## config.mk

```make
export PLATFORM = sky130hd
export DESIGN_NAME = prime_count_in_range_unit
export DESIGN_NICKNAME = d
export VERILOG_FILES = /design/src/pcr_pkg.sv /design/src/pcr_rem_unit.sv /design/src/prime_count_in_range_unit.sv
export SDC_FILE = /design/constraint.sdc
export NUM_CORES = 1
export LEC_CHECK = 0
export BUFFER_PORTS_ARGS = -buffer_cell sky130_fd_sc_hd__clkbuf_2
export CORE_MARGIN = 5
export CORE_UTILIZATION = 30
export DETAILED_ROUTE_END_ITERATION = 16
export PLACE_DENSITY = 0.53
export SLEW_MARGIN = 20
export SYNTH_ARGS = -nofsm -noshare
export SYNTH_HDL_FRONTEND = slang
export SYNTH_HIERARCHICAL = 1
export SYNTH_SLANG_ARGS = --single-unit
```

## constraint.sdc

```tcl
create_clock -name clk -period 8.2 [get_ports clk]
set_clock_uncertainty 0.1 [all_clocks]
set_input_delay 1.23 -clock clk [delete_from_list [all_inputs] [get_ports clk]]
set_output_delay 1.23 -clock clk [all_outputs]
set_load 0.05 [all_outputs]
```

## src/pcr_pkg.sv

```systemverilog
// Shared constants and types for the prime counting unit.
// No dependencies; imported by every module of the block.
package pcr_pkg;

	// Default value width of the bounds
	localparam int VALUE_WIDTH_DEF = 16;

	// Width and saturation limit of the count
	localparam int COUNT_WIDTH = 12;
	localparam logic [COUNT_WIDTH-1:0] COUNT_MAX = '1;

	// Smallest prime, also the first trial divisor
	localparam int FIRST_PRIME = 2;

	// Status from the remainder unit back to the sequencer
	typedef struct packed {
		logic done;      // one-cycle pulse: remainder is ready
		logic rem_zero;  // divisor divides the dividend
	} pcr_div_stat_t;

endpackage

```

## src/pcr_rem_unit.sv

```systemverilog
// Shared bit-serial remainder unit: one restoring step per cycle.
// Depends on pcr_pkg for the status struct.
module pcr_rem_unit import pcr_pkg::*; #(
	parameter int VALUE_WIDTH = VALUE_WIDTH_DEF
) (
	input  logic                   clk,
	input  logic                   arst_n,
	input  logic                   start,
	input  logic [VALUE_WIDTH-1:0] dividend,
	input  logic [VALUE_WIDTH-1:0] divisor,
	output pcr_div_stat_t          stat
);

	localparam int W  = VALUE_WIDTH;
	localparam int CW = (W > 1) ? $clog2(W) : 1;

	logic          busy_q;
	logic [CW-1:0] step_q;
	logic [W-1:0]  rem_q;
	logic [W-1:0]  dvd_q;
	logic [W-1:0]  dsr_q;
	pcr_div_stat_t stat_q;

	logic [W:0]    trial;
	logic [W-1:0]  rem_next;

	// Shift in the next dividend bit, subtract when the divisor fits
	always_comb begin
		trial = {rem_q, dvd_q[W-1]};
		if (trial >= {1'b0, dsr_q}) begin
			rem_next = W'(trial - {1'b0, dsr_q});
		end else begin
			rem_next = trial[W-1:0];
		end
	end

	// Advance the iteration, pulse done after the last bit
	always_ff @(posedge clk or negedge arst_n) begin
		if (!arst_n) begin
			busy_q <= 1'b0;
			step_q <= '0;
			stat_q <= '0;
		end else begin
			stat_q.done <= 1'b0;
			if (start) begin
				busy_q <= 1'b1;
				step_q <= CW'(W - 1);
			end else if (busy_q) begin
				step_q <= step_q - CW'(1);
				if (step_q == '0) begin
					busy_q          <= 1'b0;
					stat_q.done     <= 1'b1;
					stat_q.rem_zero <= (rem_next == '0);
				end
			end
		end
	end

	// Datapath registers: load on start, shift while busy
	always_ff @(posedge clk) begin
		if (start) begin
			rem_q <= '0;
			dvd_q <= dividend;
			dsr_q <= divisor;
		end else if (busy_q) begin
			rem_q <= rem_next;
			dvd_q <= {dvd_q[W-2:0], 1'b0};
		end
	end

	assign stat = stat_q;

endmodule

```

## src/prime_count_in_range_unit.sv

```systemverilog
// Each candidate is tested by trial division up to its square root; each trial
// division is a launch, VALUE_WIDTH remainder steps in the shared unit, then the status.
// Throughput: one item at a time; busy drops in the cycle that done pulses.
// Reset: arst_n clears the sequencer, the count and the done strobe.
// Results pulse on done for one cycle; the receiver cannot stall.
module prime_count_in_range_unit import pcr_pkg::*; #(
	parameter int VALUE_WIDTH = VALUE_WIDTH_DEF
) (
	input  logic                   clk,
	input  logic                   arst_n,
	input  logic                   start,
	output logic                   busy,
	input  logic [VALUE_WIDTH-1:0] bound_a,
	input  logic [VALUE_WIDTH-1:0] bound_b,
	output logic                   done,
	output logic [COUNT_WIDTH-1:0] prime_count
);

	localparam int W = VALUE_WIDTH;

	typedef enum logic [2:0] {
		ST_IDLE,
		ST_INIT,
		ST_CHECK,
		ST_TRIAL,
		ST_WAIT,
		ST_DONE
	} state_t;

	state_t               state_q;
	logic                 done_q;
	logic [COUNT_WIDTH-1:0] count_q;
	logic signed [W-1:0]  lo_q;
	logic signed [W-1:0]  hi_q;
	logic [W-1:0]         cand_q;
	logic [W-1:0]         dsr_q;
	logic [W-1:0]         sq_q;

	logic                 a_lt_b;
	logic                 lo_pos;
	logic                 cand_lt_hi;
	logic                 div_start;
	pcr_div_stat_t        div_stat;

	// Sort bounds, range tests
	always_comb begin
		a_lt_b     = $signed(bound_a) < $signed(bound_b);
		lo_pos     = !lo_q[W-1] && (lo_q != '0);
		cand_lt_hi = !hi_q[W-1] && (cand_q < unsigned'(hi_q));
		div_start  = (state_q == ST_TRIAL) && (sq_q <= cand_q);
	end

	// Shared remainder unit
	pcr_rem_unit #(.VALUE_WIDTH(VALUE_WIDTH)) u_rem (
		.clk      (clk),
		.arst_n   (arst_n),
		.start    (div_start),
		.dividend (cand_q),
		.divisor  (dsr_q),
		.stat     (div_stat)
	);

	// Sequencer: walk candidates, walk divisors, count primes
	always_ff @(posedge clk or negedge arst_n) begin
		if (!arst_n) begin
			state_q <= ST_IDLE;
			done_q  <= 1'b0;
			count_q <= '0;
		end else begin
			done_q <= 1'b0;
			case (state_q)
				ST_IDLE: begin
					if (start) begin
						count_q <= '0;
						state_q <= ST_INIT;
					end
				end
				ST_INIT: begin
					state_q <= ST_CHECK;
				end
				ST_CHECK: begin
					state_q <= cand_lt_hi ? ST_TRIAL : ST_DONE;
				end
				ST_TRIAL: begin
					if (!div_start) begin
						// no divisor up to the square root: prime
						if (count_q != COUNT_MAX) begin
							count_q <= count_q + COUNT_WIDTH'(1);
						end
						state_q <= ST_CHECK;
					end else begin
						state_q <= ST_WAIT;
					end
				end
				ST_WAIT: begin
					if (div_stat.done) begin
						state_q <= div_stat.rem_zero ? ST_CHECK : ST_TRIAL;
					end
				end
				ST_DONE: begin
					done_q  <= 1'b1;
					state_q <= ST_IDLE;
				end
				default: begin
					state_q <= ST_IDLE;
				end
			endcase
		end
	end

	// Datapath: bounds, candidate, divisor and its square
	always_ff @(posedge clk) begin
		case (state_q)
			ST_IDLE: begin
				if (a_lt_b) begin
					lo_q <= bound_a;
					hi_q <= bound_b;
				end else begin
					lo_q <= bound_b;
					hi_q <= bound_a;
				end
			end
			ST_INIT: begin
				cand_q <= lo_pos ? unsigned'(lo_q) + W'(1) : W'(FIRST_PRIME);
			end
			ST_CHECK: begin
				dsr_q <= W'(FIRST_PRIME);
				sq_q  <= W'(FIRST_PRIME * FIRST_PRIME);
			end
			ST_TRIAL: begin
				if (!div_start) begin
					cand_q <= cand_q + W'(1);
				end
			end
			ST_WAIT: begin
				if (div_stat.done) begin
					if (div_stat.rem_zero) begin
						cand_q <= cand_q + W'(1);
					end else begin
						// (d+1)^2 = d^2 + 2d + 1
						dsr_q <= dsr_q + W'(1);
						sq_q  <= sq_q + {dsr_q[W-2:0], 1'b0} + W'(1);
					end
				end
			end
			default: begin
			end
		endcase
	end

	assign busy        = (state_q != ST_IDLE);
	assign done        = done_q;
	assign prime_count = count_q;

endmodule

```

# Word level (Yosys, flattened, before mapping)
# Index checks and enable logic that the tools add are counted.
[word_totals] reg_bits=151 latchBits=0 mem_bits_rw=0 rom_bits=0 input_bits=35 out_inout_bits=14 n_memories=0
[op_classes] n_addsub=8 n_mul=0 div=0 order_cmp=4 eq_ne=12 n_shift=0 n_mux=35 n_bitwise=1 n_reduce_logical=19
[op_table] cell="two-way mux 16 bit" n=13
[op_table] cell="adder 16 x 1 -> 16 bit, second input constant" n=4
[op_table] cell="case mux 16 bit (2 select lines)" n=2
[op_table] cell="case mux 16 bit (3 select lines)" n=1
[op_table] cell="two-way mux 12 bit" n=3
[op_table] cell="less-than comparator 16 bit" n=2
[op_table] cell="case mux 12 bit (2 select lines)" n=1
[op_table] cell=">= comparator 17 x 16 -> 1 bit" n=1
[op_table] cell="adder 16 bit" n=1
[op_table] cell="less-or-equal comparator 16 bit" n=1
[op_table] cell="logical NOT 16 bit" n=1
[op_table] cell="nonzero test 16 bit" n=1
[op_table] cell="subtractor 16 bit" n=1
[op_table] cell="case mux 3 bit (5 select lines)" n=1
[op_table] cell="adder 12 x 1 -> 12 bit, second input constant" n=1
[op_table] cell="two-way mux 3 bit" n=4
[op_table] cell="inequality test 12 bit, second input constant" n=1
[op_table] cell="two-way mux 4 bit" n=2
[op_table] cell="AND reduction 4 bit" n=2
[op_table] cell="== test 3 x 2 -> 1 bit, second input constant" n=2
[op_table] cell="== test 3 bit, second input constant" n=2
[op_table] cell="two-way mux 2 bit" n=3
[op_table] cell="inequality test 2 x 1 -> 1 bit, second input constant" n=3
[op_table] cell="inequality test 2 bit, second input constant" n=3
[op_table] cell="other kinds (12)" n=23

# Logic depth before layout (Yosys ltp)
# Gate-level depths: netlist of run 1.
[logic_depth] word_depth=6 mapped_depth=13

# By module
# Netlist of run 1, hierarchy kept.
[by_module_without_submodules] mod="prime_count_in_range_unit" instances=1 cells_each=661 area_each_um2=6762.7 seq_area_each_um2=2802.7
[by_module_without_submodules] mod="pcr_rem_unit" instances=1 cells_each=301 area_each_um2=3095.5 seq_area_each_um2=1456.4

# Worst setup path before layout of run 1
# Ideal clock, no wire load.
[synth_path] path_kind="reg-to-reg" start="register cand_q[7]" end="register u_rem.dvd_q[0], enable pin" setup_ps=372 t_arrival_ps=3498 slack_ps=4230 path_stages_with_launch=12 path_cell_list="edfxtp_1 -> inv_1 -> ha_1 -> a21oi_1 -> o21ai_1 -> a21bo_2 -> o31a_2 -> nor2_1 -> clkbuf_1 -> buf_1 -> inv_1 -> nand2_1"
[synth_via] elab_chain_len=3
[synth_rtl] item="start, declared" line_no="prime_count_in_range_unit.sv:35" text="logic [W-1:0] cand_q;"
[synth_rtl] item="start signal, assigned" line_no="prime_count_in_range_unit.sv:124" text="cand_q <= lo_pos ? unsigned'(lo_q) + W'(1) : W'(FIRST_PRIME);"
[synth_rtl] item="start signal, assigned" line_no="prime_count_in_range_unit.sv:132" text="cand_q <= cand_q + W'(1);"
[synth_rtl] item="start signal, assigned" line_no="prime_count_in_range_unit.sv:138" text="cand_q <= cand_q + W'(1);"
[synth_rtl] item="less-or-equal comparator 16 bit" line_no="prime_count_in_range_unit.sv:50" text="div_start = (state_q == ST_TRIAL) && (sq_q <= cand_q);"
[synth_rtl] item="logical AND 1 bit" line_no="prime_count_in_range_unit.sv:50"
[synth_rtl] item="named net div_start" line_no="prime_count_in_range_unit.sv:42" text="logic div_start;"
[synth_rtl] item="nonzero test 2 bit (no line)"
[synth_rtl] item="end signal, assigned" line_no="pcr_rem_unit.sv:63" text="dvd_q <= dividend;"
[synth_rtl] item="end signal, assigned" line_no="pcr_rem_unit.sv:67" text="dvd_q <= {dvd_q[W-2:0], 1'b0};"
[synth_rtl] item="end, declared" line_no="pcr_rem_unit.sv:20" text="logic [W-1:0] dvd_q;"
# The timed path passes the listed nets, and every way through them passes these cells.
# A chain may end at the register's enable or synchronous reset.

# Final worst setup path of run 1
[layout_path] start="input port bound_b[2]" end="register hi_q[5], data pin"
[layout_via] elab_chain_len=2
[layout_rtl] item="start, declared" line_no="prime_count_in_range_unit.sv:14" text="input logic [VALUE_WIDTH-1:0] bound_b,"
[layout_rtl] item="less-than comparator 16 bit" line_no="prime_count_in_range_unit.sv:47" text="a_lt_b = $signed(bound_a) < $signed(bound_b);"
[layout_rtl] item="two-way mux 16 bit" line_no="prime_count_in_range_unit.sv:115" text="if (a_lt_b) begin"
[layout_rtl] item="end signal, assigned" line_no="prime_count_in_range_unit.sv:117" text="hi_q <= bound_b;"
[layout_rtl] item="end signal, assigned" line_no="prime_count_in_range_unit.sv:120" text="hi_q <= bound_a;"
[layout_rtl] item="end, declared" line_no="prime_count_in_range_unit.sv:34" text="logic signed [W-1:0] hi_q;"
# Every way passes these cells.

==> results of run 1 <==
[layer usage]
metal  share of wire [%]  vias to the layer above  global-route usage [%]
li1                    -                     3614                       -
met1                  50                     3410                    17.8
met2                  46                      107                    20.3
met3                 3.3                       18                    2.26
met4                 1.2                        0                    3.09
met5                   0                        -                       0
[power by group through the flow]
| stage | registers, W | logic [W] | clock network (W) |
|---|---|---|---|
| after detailed placement | 0.00148 | 0.00176 | 0 |
| final | 0.00147 | 0.00176 | 0.000757 |
| after global routing | 0.00151 | 0.00199 | 0.000810 |
| after floorplan | 0.00135 | 0.00141 | 0 |
| after global placement | 0.00148 | 0.00174 | 0 |
| after CTS | 0.00147 | 0.00177 | 0.000777 |
[registers in the layout, summed over array words and instances (netlist names)]
signal        flops
cand_q           16
dsr_q            16
hi_q             16
lo_q             16
sq_q             16
u_rem/dsr_q      16
u_rem/dvd_q      16
u_rem/rem_q      16
prime_count      12
u_rem/step_q      4
state_q           3
u_rem/stat        2
done              1
u_rem/busy_q      1
[through the flow]
step	worst slack (ns)	power, W
finish	4.45	0.00399
global route	4.21	0.00431
CTS	4.44	0.00402
detailed placement	3.97	0.00324
global placement	4.01	0.00322
floorplan	4.23	0.00276
[area by class of cell]
cell class	count	area share, %
Sequential cell	151	38.1
Timing Repair Buffer	54	2.55
Clock inverter	14	1.11
Clock buffer	18	3.84
Tap cell	442	4.95
Multi-Input combinational cell	696	46.4
Inverter	89	3.01
[worst max-delay path: stages]
cell      delay (ns)
clkbuf_2        0.10
inv_1           0.04
ha_1            0.28
a21oi_1         0.15
o21ai_0         0.13
a31o_1          0.25
a21oi_1         0.30
mux2i_4         0.93
mux2_2          0.42
[worst min-delay path by stage]
stage | slack (ns) | to | startpoint | cells past startpoint
floorplan | 0.35 | u_rem/dsr_q[15]$_DFFE_PP_ | dsr_q[15]$_SDFFCE_PN0P_ | 0
global placement | 0.38 | u_rem/dsr_q[15]$_DFFE_PP_ | dsr_q[15]$_SDFFCE_PN0P_ | 0
detailed placement | 0.38 | u_rem/dsr_q[15]$_DFFE_PP_ | dsr_q[15]$_SDFFCE_PN0P_ | 0
CTS | 0.40 | u_rem/dsr_q[15]$_DFFE_PP_ | dsr_q[15]$_SDFFCE_PN0P_ | 0
global route | 0.40 | u_rem/dsr_q[15]$_DFFE_PP_ | dsr_q[15]$_SDFFCE_PN0P_ | 0
finish | 0.40 | u_rem/dsr_q[15]$_DFFE_PP_ | dsr_q[15]$_SDFFCE_PN0P_ | 0
[synthesized netlist by cell type (22+ instances only)]
library cell,count,share of area (%)
xor2_1,22,2.0
inv_1,88,3.4
nand3_1,29,1.5
edfxtp_1,112,34
xnor2_1,38,3.4
ha_1,82,10
a21oi_1,38,1.9
nand2_1,75,2.9
mux2_2,27,3.1
dfrtp_1,23,5.8
o21ai_0,32,1.6
nor2_1,71,2.7
[cells by family (layout without fill, tap and decap cells)]
family | Yosys count | after routing | synth area share [%]
adders and majority gates | 84 | 84 | 10.8
DFF | 151 | 151 | 43.2
muxes | 62 | 62 | 6.89
and+or+nand+nor | 302 | 302 | 15.7
xor gates and xnor gates | 60 | 60 | 5.33
AOI/OAI and AO/OA | 188 | 188 | 13.4
buffers and inverters | 115 | 175 | 4.70
==> flow_summary.json, run 1 <==
{
  "drt-initial-drc-count": 487,
  "max-slew-margin-rel_pct": 28.5,
  "clockPowerShare_pct": 19.0,
  "vdd_drop_max_v": 0.000166,
  "io_buffer_count": 48,
  "status": "finished clean",
  "seq_area_frac_synth_pct": 43.2,
  "layout_commonest_cell": "edfxtp_1",
  "core-area_mm2": 0.0325,
  "htreeDepth": 4,
  "multi_input_area_mm2": 0.00518,
  "vias": 7149,
  "worstSetupEndpointType": "flop",
  "hold_viol": 0,
  "area_delta_synth_final_pct": 13.3,
  "synth_fp_nets": 1081,
  "netlist-cell-type-count": 81,
  "power_density_mw_per_mm2": 357,
  "numCtsBuffers": 17,
  "syn_inst": 962,
  "postSynthAreaPerCell_um2": 10.2,
  "maxSlewViolCount": 0,
  "initial_core_util_pct": 30.4,
  "p_sw_share_pct": 41.5,
  "diodes": 0,
  "rsz0062_at_grt": "no",
  "fin_cells": 1464,
  "wl_per_cell_um": 15.4,
  "critPathMaxFanout": 30,
  "yosysWarnings": 6,
  "cts_resized": 0,
  "row_count": 66,
  "maxCapViolCount": 0,
  "p_sw_w": 0.00165,
  "root_buffer": "clkbuf_16",
  "worst_slew_pin_slew_ns": 1.05,
  "placed_area_mm2": 0.0106,
  "ys_seq_elements": 151,
  "reg2reg_to": "u_rem/dvd_q[7]$_DFFE_PP_",
  "drive_gt1_share_pct": 13.4,
  "min_period_ns": 3.75,
  "dp_hpwl_um": 16800,
  "grt_pass1_vias": 7064,
  "dieHeight_um": 191,
  "comb_power_share_pct": 44.2,
  "dp_cells": 1432,
  "crit_start": "bound_b[2]",
  "cp_data_arrival_time_ns": 3.83,
  "postCtsSetupRepairBufs": 0,
  "overflow": 0,
  "dieWidth_um": 191,
  "cts.clk_slew.worst_paths_ns": 0.06,
  "max_freq_mhz": 267,
  "cts_hold_buf": 0,
  "endpoint": "hi_q[5]$_DFFE_PP_",
  "ys.flop_type": "edfxtp_1",
  "cts_tree": "built",
  "reg2reg_depth": 9,
  "intPower_w": 0.00233,
  "mostFrequentLayoutCells": "112 x edfxtp_1, 88 x inv_1, 82 x ha_1",
  "grt_usage_pct": 12.7,
  "r2r_start": "cand_q[11]$_DFFE_PP_",
  "synth_edf_count": 112,
  "grt_pass1_wl_um": 37600,
  "nets": 1128,
  "antenna_found_initial": 0,
  "final_core_util_pct": 34.4,
  "regArea_mm2": 0.00426,
  "setup_viol": 0,
  "clock_path_buffers": 2,
  "critPathRequiredTime_ns": 8.28,
  "p_leak_nw": 4.51,
  "setup_tns_ns": 0,
  "ant_nets": 0,
  "async_flop_share_pct": 15.2,
  "routed_via_density": 4.88,
  "route.detailed.drc": 0,
  "final.hold.worst_slack_ns": 0.398,
  "insertion_delay_ns": 0.43,
  "hp-class": "flop to flop",
  "design_area_mm2": 0.0112,
  "finalCritPeriodShare_pct": 45.7,
  "drt_first_pass_iters": 5,
  "fill_cells": 3262,
  "gp_congestion": 0.816,
  "synth_area_mm2": 0.00986,
  "worst_setup_path_start_kind": "primary input",
  "grt_max_degree": 35,
  "fp.dieArea_mm2": 0.0366,
  "path_class": "primary input to flop",
  "clock_sinks": 151,
  "power_frac_seq_pct": 36.8,
  "r2r_slack_ns": 4.50,
  "io_pins": 49,
  "drt-total-wl_um": 22500
}
Power figures use the tool's default switching activity.
==> run 2: changes to the inputs <==
==> constraint.sdc (replaced) <==
create_clock -name clk -period 3.5 [get_ports clk]
set_clock_uncertainty 0.1 [all_clocks]
set_input_delay 0.525 -clock clk [delete_from_list [all_inputs] [get_ports clk]]
set_output_delay 0.525 -clock clk [all_outputs]
set_load 0.05 [all_outputs]
==> run 2 against run 1 <==
  * Register-to-register slack worse by 4.2 ns
  * Global-route usage up 0.34 points
  * Cell count up 1.2%
  * Via count up 1.6%
  * Wire length up 2.6%
  * Flip-flop and latch count unchanged
  * Highest routed layer unchanged
  * Sequential share of layout area down 0.64 points
==> flow_summary.json, run 2 (synthesis results as in run 1) <==
{
  "placed_area_mm2": 0.0107,
  "area_delta_synth_final_pct": 15.2,
  "cp_cell_sequence": "inv_1 > ha_1 > and3_1 > a221oi_2 > nor2_1 > o31a_2 > nor2_4 > buf_4 > mux2_2",
  "comb_power_share_pct": 45.2,
  "dieHeight_um": 191,
  "htreeDepth": 4,
  "postCtsSetupRepairBufs": 0,
  "maxCapViolCount": 0,
  "dp_hpwl_um": 17400,
  "critPathRequiredTime_ns": 3.57,
  "drt_first_pass_iters": 4,
  "diodes": 0,
  "grt_pass1_wl_um": 38300,
  "drt-initial-drc-count": 525,
  "min_path_cells": 2,
  "final_core_util_pct": 35.0,
  "gp_congestion": 0.790,
  "ant_nets": 0,
  "vias": 7266,
  "slowest_delay_ns": 0.43,
  "row_count": 66,
  "routed_via_density": 4.90,
  "power_density_mw_per_mm2": 846,
  "worstSetupEndpointType": "flop",
  "setup_viol": 0,
  "io_pins": 49,
  "cts_resized": 0,
  "numCtsBuffers": 17,
  "drive_gt1_share_pct": 15.0,
  "route.detailed.drc": 0,
  "cp_data_arrival_time_ns": 3.23,
  "worst_slew_pin_slew_ns": 0.837,
  "layout_commonest_cell": "edfxtp_1",
  "root_buffer": "clkbuf_16",
  "clock_sinks": 151,
  "intPower_w": 0.00569,
  "hold_viol": 0,
  "grt_pass1_vias": 7234,
  "drt-total-wl_um": 23100,
  "rsz0062_at_grt": "no",
  "max_freq_mhz": 316,
  "p_leak_nw": 4.63,
  "worst_setup_path_start_kind": "flop",
  "core-area_mm2": 0.0325,
  "insertion_delay_ns": 0.43,
  "grt_usage_pct": 13.0,
  "p_sw_share_pct": 40.7,
  "io_buffer_count": 48,
  "nets": 1146,
  "maxSlewViolCount": 0,
  "r2r_slack_ns": 0.34,
  "initial_core_util_pct": 30.4,
  "fp.dieArea_mm2": 0.0366,
  "critPathMaxFanout": 34,
  "clock_path_buffers": 2,
  "status": "finished clean",
  "cts_tree": "built",
  "clockPowerShare_pct": 20.0,
  "path_class": "flop to flop",
  "total_power_w": 0.00961,
  "cts.clk_slew.worst_paths_ns": 0.07,
  "hold_start": "bound_b[10]",
  "reg2reg_to": "u_rem/dvd_q[12]$_DFFE_PP_",
  "r2r_start": "cand_q[10]$_DFFE_PP_",
  "power_frac_seq_pct": 34.8,
  "vdd_drop_max_v": 0.000400,
  "critPathSlowestCell": "buf_4",
  "overflow": 0,
  "grt_max_degree": 35,
  "setup_tns_ns": 0,
  "whs_endpoint": "lo_q[10]$_DFFE_PP_",
  "wl_per_cell_um": 15.6,
  "reg2reg_depth": 9,
  "design_area_mm2": 0.0114,
  "final.hold.worst_slack_ns": 0.309,
  "antenna_found_initial": 0,
  "max-slew-margin-rel_pct": 43.7,
  "hp-class": "primary input to flop",
  "finalCritPeriodShare_pct": 90.3,
  "min_period_ns": 3.16,
  "p_sw_w": 0.00391,
  "dieWidth_um": 191,
  "mostFrequentLayoutCells": "112 x edfxtp_1, 88 x inv_1, 82 x ha_1"
}
## run 2: cell types whose count changed in the layout (fill, tap and decap cells not counted), moves of 2 or more
cell and delta:
clkinvlp_2 -2, buf_4 +17, inv_6 -3, clkinv_4 +2, bufinv_16 +2
## run 2: cell type report
class | count | area (um^2)
Fill cell | 3267 | 21100
Multi-Input combinational cell | 696 | 5180
Sequential cell | 151 | 4260
Tap cell | 442 | 553
Clock buffer | 18 | 429
Timing Repair Buffer | 72 | 423
Inverter | 89 | 337
Clock inverter | 14 | 174
## run 2: repair_timing
action | in CTS | in global routing
setup endpoints to repair | 0 | 0
hold endpoints to repair | 6 | 0
hold buffers | 1 | 0
## run 2: per-stage QoR
stage | setup WS [ns] | std cells
after CTS | 0.305 | 1482
after global placement | 0.358 | 1449
after global routing | 0.0970 | 1482
after floorplan | 0.163 | 962
after detailed placement | 0.304 | 1449
final | 0.340 | 1482
## run 2: worst max-delay path: cells and delay by family, from the launching register on
family / cells / cell delay, ns
muxes: 1 / 0.38
buffers and inverters: 2 / 0.57
DFF: 1 / 0.42
AOI/OAI and AO/OA: 2 / 0.69
and+or+nand+nor: 3 / 0.47
adders and majority gates: 1 / 0.27
## run 2: worst max-delay path by stage
stage	slack [ns]	to	depth (start not counted)	from
finish	0.34	u_rem/dvd_q[12]$_DFFE_PP_	9	cand_q[10]$_DFFE_PP_
detailed placement	0.30	u_rem/stat[0]$_DFFE_PN0P_	12	u_rem/dvd_q[15]$_DFFE_PP_
floorplan	0.16	u_rem/dvd_q[0]$_SDFFCE_PN0P_	11	cand_q[7]$_DFFE_PP_
global placement	0.36	u_rem/stat[0]$_DFFE_PN0P_	12	u_rem/dvd_q[15]$_DFFE_PP_
global route	0.1	u_rem/stat[0]$_DFFE_PN0P_	12	u_rem/dvd_q[15]$_DFFE_PP_
CTS	0.30	u_rem/stat[0]$_DFFE_PN0P_	12	u_rem/dvd_q[15]$_DFFE_PP_
## run 2: power groups by stage
stage               Sequential, W  Clock (W)  Combinational [W]
global placement          0.00337          0            0.00429
finish                    0.00335    0.00192            0.00434
global route              0.00343    0.00204            0.00488
floorplan                 0.00317          0            0.00330
CTS                       0.00335    0.00196            0.00436
detailed placement        0.00337          0            0.00433
## run 2: routing by layer
metal  wire, um  GRT usage, %
met5          0             0
met4        288          3.29
met3        757          2.43
met2      10500          20.8
met1      11600          18.2
==> run 3: changes to the inputs <==
--- a/config.mk
+++ b/config.mk
@@ -6,10 +6,12 @@
 export NUM_CORES = 1
 export LEC_CHECK = 0
 export BUFFER_PORTS_ARGS = -buffer_cell sky130_fd_sc_hd__clkbuf_2
+export CELL_PAD_IN_SITES_DETAIL_PLACEMENT = 1
+export CELL_PAD_IN_SITES_GLOBAL_PLACEMENT = 1
 export CORE_MARGIN = 5
 export CORE_UTILIZATION = 30
 export DETAILED_ROUTE_END_ITERATION = 16
-export PLACE_DENSITY = 0.53
+export PLACE_DENSITY = 0.61
 export SLEW_MARGIN = 20
 export SYNTH_ARGS = -nofsm -noshare
 export SYNTH_HDL_FRONTEND = slang
==> run 3 against run 2 <==
  * The flow now finishes with violations (hold timing)
  * Worst setup slack lost 0.011 ns
  * Combinational power increased by 2%
  * Sequential power barely moved
  * Design area decreased by 0.31%
  * First-iteration DRC count is 30% lower
  * Sequential share of layout area grew 0.12 points
  * Non-clock buffer count shrank 4
  * Fmax down 0.35%
  * Hold slack lost 0.32 ns
  * Critical path type unchanged
==> flow_summary.json, run 3 (synthesis results as in run 1) <==
{
  "diodes": 0,
  "cts.clk_slew.worst_paths_ns": 0.07,
  "max_freq_mhz": 315,
  "postCtsSetupRepairBufs": 0,
  "area_delta_synth_final_pct": 14.8,
  "worstSetupEndpointType": "flop",
  "worst_setup_path_start_kind": "flop",
  "min_period_ns": 3.17,
  "route.detailed.drc": 0,
  "routed_via_density": 5.01,
  "p_sw_share_pct": 41.7,
  "finalCritPeriodShare_pct": 90.6,
  "power_frac_seq_pct": 34.6,
  "dp_hpwl_um": 19300,
  "core-area_mm2": 0.0325,
  "gp_congestion": 0.812,
  "rsz0062_at_grt": "no",
  "drt_first_pass_iters": 5,
  "total_power_w": 0.00970,
  "ant_nets": 0,
  "dieHeight_um": 191,
  "maxCapViolCount": 0,
  "htreeDepth": 4,
  "grt_pass1_wl_um": 41600,
  "cts_resized": 0,
  "status": "complete, but fails checks",
  "drive_gt1_share_pct": 15.0,
  "p_leak_nw": 4.60,
  "setup_tns_ns": 0,
  "maxSlewViolCount": 0,
  "critPathMaxFanout": 3,
  "final.hold.worst_slack_ns": -0.00618,
  "cts_hold_buf": 0,
  "antenna_found_initial": 1,
  "mostFrequentLayoutCells": "112 x edfxtp_1, 88 x inv_1, 82 x ha_1",
  "clockPowerShare_pct": 19.7,
  "clock_sinks": 151,
  "clock_path_buffers": 2,
  "io_buffer_count": 48,
  "insertion_delay_ns": 0.44,
  "nets": 1142,
  "cts_tree": "built",
  "drt-total-wl_um": 25100,
  "setup_viol": 0,
  "critPathRequiredTime_ns": 3.75,
  "overflow": 0,
  "cp_data_arrival_time_ns": 3.42,
  "violations": "hold timing",
  "initial_core_util_pct": 30.4,
  "fp.dieArea_mm2": 0.0366,
  "grt_max_degree": 35,
  "wl_per_cell_um": 17.0,
  "hold_viol": 9,
  "grt_pass1_vias": 7708,
  "vdd_drop_max_v": 0.000366,
  "numCtsBuffers": 17,
  "layout_commonest_cell": "edfxtp_1",
  "intPower_w": 0.00565,
  "p_sw_w": 0.00405,
  "max-slew-margin-rel_pct": 32.7,
  "power_density_mw_per_mm2": 856,
  "worst_slew_pin_slew_ns": 1.01,
  "hp-class": "primary input to async pin",
  "row_count": 66,
  "root_buffer": "clkbuf_16",
  "comb_power_share_pct": 45.7,
  "dieWidth_um": 191,
  "grt_usage_pct": 14.3,
  "vias": 7403,
  "drt-initial-drc-count": 367,
  "io_pins": 49,
  "path_class": "flop to flop"
}
==> run 3: power by group through the flow <==
stage                     clock network [W]  logic, W  registers (W)
final                               0.00191   0.00443        0.00336
after CTS                           0.00197   0.00447        0.00337
after global placement                    0   0.00436        0.00339
after floorplan                           0   0.00330        0.00317
after detailed placement                  0   0.00443        0.00339
after global routing                0.00206   0.00498        0.00345
==> run 3: final timing paths <==
check / startpoint / end / slack, ns / cells after the start
min in group clk: bound_b[12] / lo_q[12]$_DFFE_PP_ / 0.30 / 2
setup reg to reg: u_rem/dvd_q[15]$_DFFE_PP_ / u_rem/stat[0]$_DFFE_PN0P_ / 0.33 / 12
hold reg to reg: dsr_q[15]$_SDFFCE_PN0P_ / u_rem/dsr_q[15]$_DFFE_PP_ / 0.39 / 0
setup / recovery: u_rem/dvd_q[15]$_DFFE_PP_ / u_rem/stat[0]$_DFFE_PN0P_ / 0.33 / 12
hold / removal: arst_n / prime_count[3]$_DFFE_PN0P_ / -0.006 / 1
max in group asynchronous: arst_n / u_rem/stat[1]$_DFF_PN0_ / 2.88 / 1
==> run 3: critical path, cell delays in order, from the launching register on <==
cell	delay, ns
edfxtp_1	0.42
inv_1	0.08
ha_1	0.16
inv_1	0.05
fa_1	0.40
a21oi_1	0.22
o21bai_1	0.14
a311oi_1	0.46
o21ai_0	0.17
xor2_1	0.20
o41ai_2	0.33
nand4_1	0.14
o32ai_2	0.22
==> run 3: layout make-up <==
| cell class | instances | area (um^2) |
|---|---|---|
| multi-input cells | 696 | 5180 |
| inverters | 89 | 337 |
| fillers | 3682 | 21100 |
| clock buffers | 18 | 439 |
| clock inverters | 14 | 161 |
| flip-flops and latches | 151 | 4260 |
| well taps | 442 | 553 |
| repair buffers | 68 | 390 |
==> run 3: stage by stage <==
step | instances | util (%) | worst slack [ns] | hold WS [ns] | instance area, um^2
2_1_floorplan | 962 | - | 0.163 | 0.129 | 9870
3_3_place_gp | 1446 | 33.0 | 0.363 | 0.383 | 10700
3_5_place_dp | 1446 | 33.0 | 0.346 | 0.385 | 10700
4_1_cts | 1478 | 34.9 | 0.295 | 0.00834 | 11300
5_1_grt | 1478 | 34.9 | 0.109 | 0.0344 | 11300
6_report | 1478 | 34.9 | 0.329 | -0.00618 | 11300
==> run 3: metal layers <==
layer  routed length, um  track usage (%)
met2               11700             23.4
met1               12400             19.8
met4                 238             2.96
met5                  13                0
met3                 732             2.99
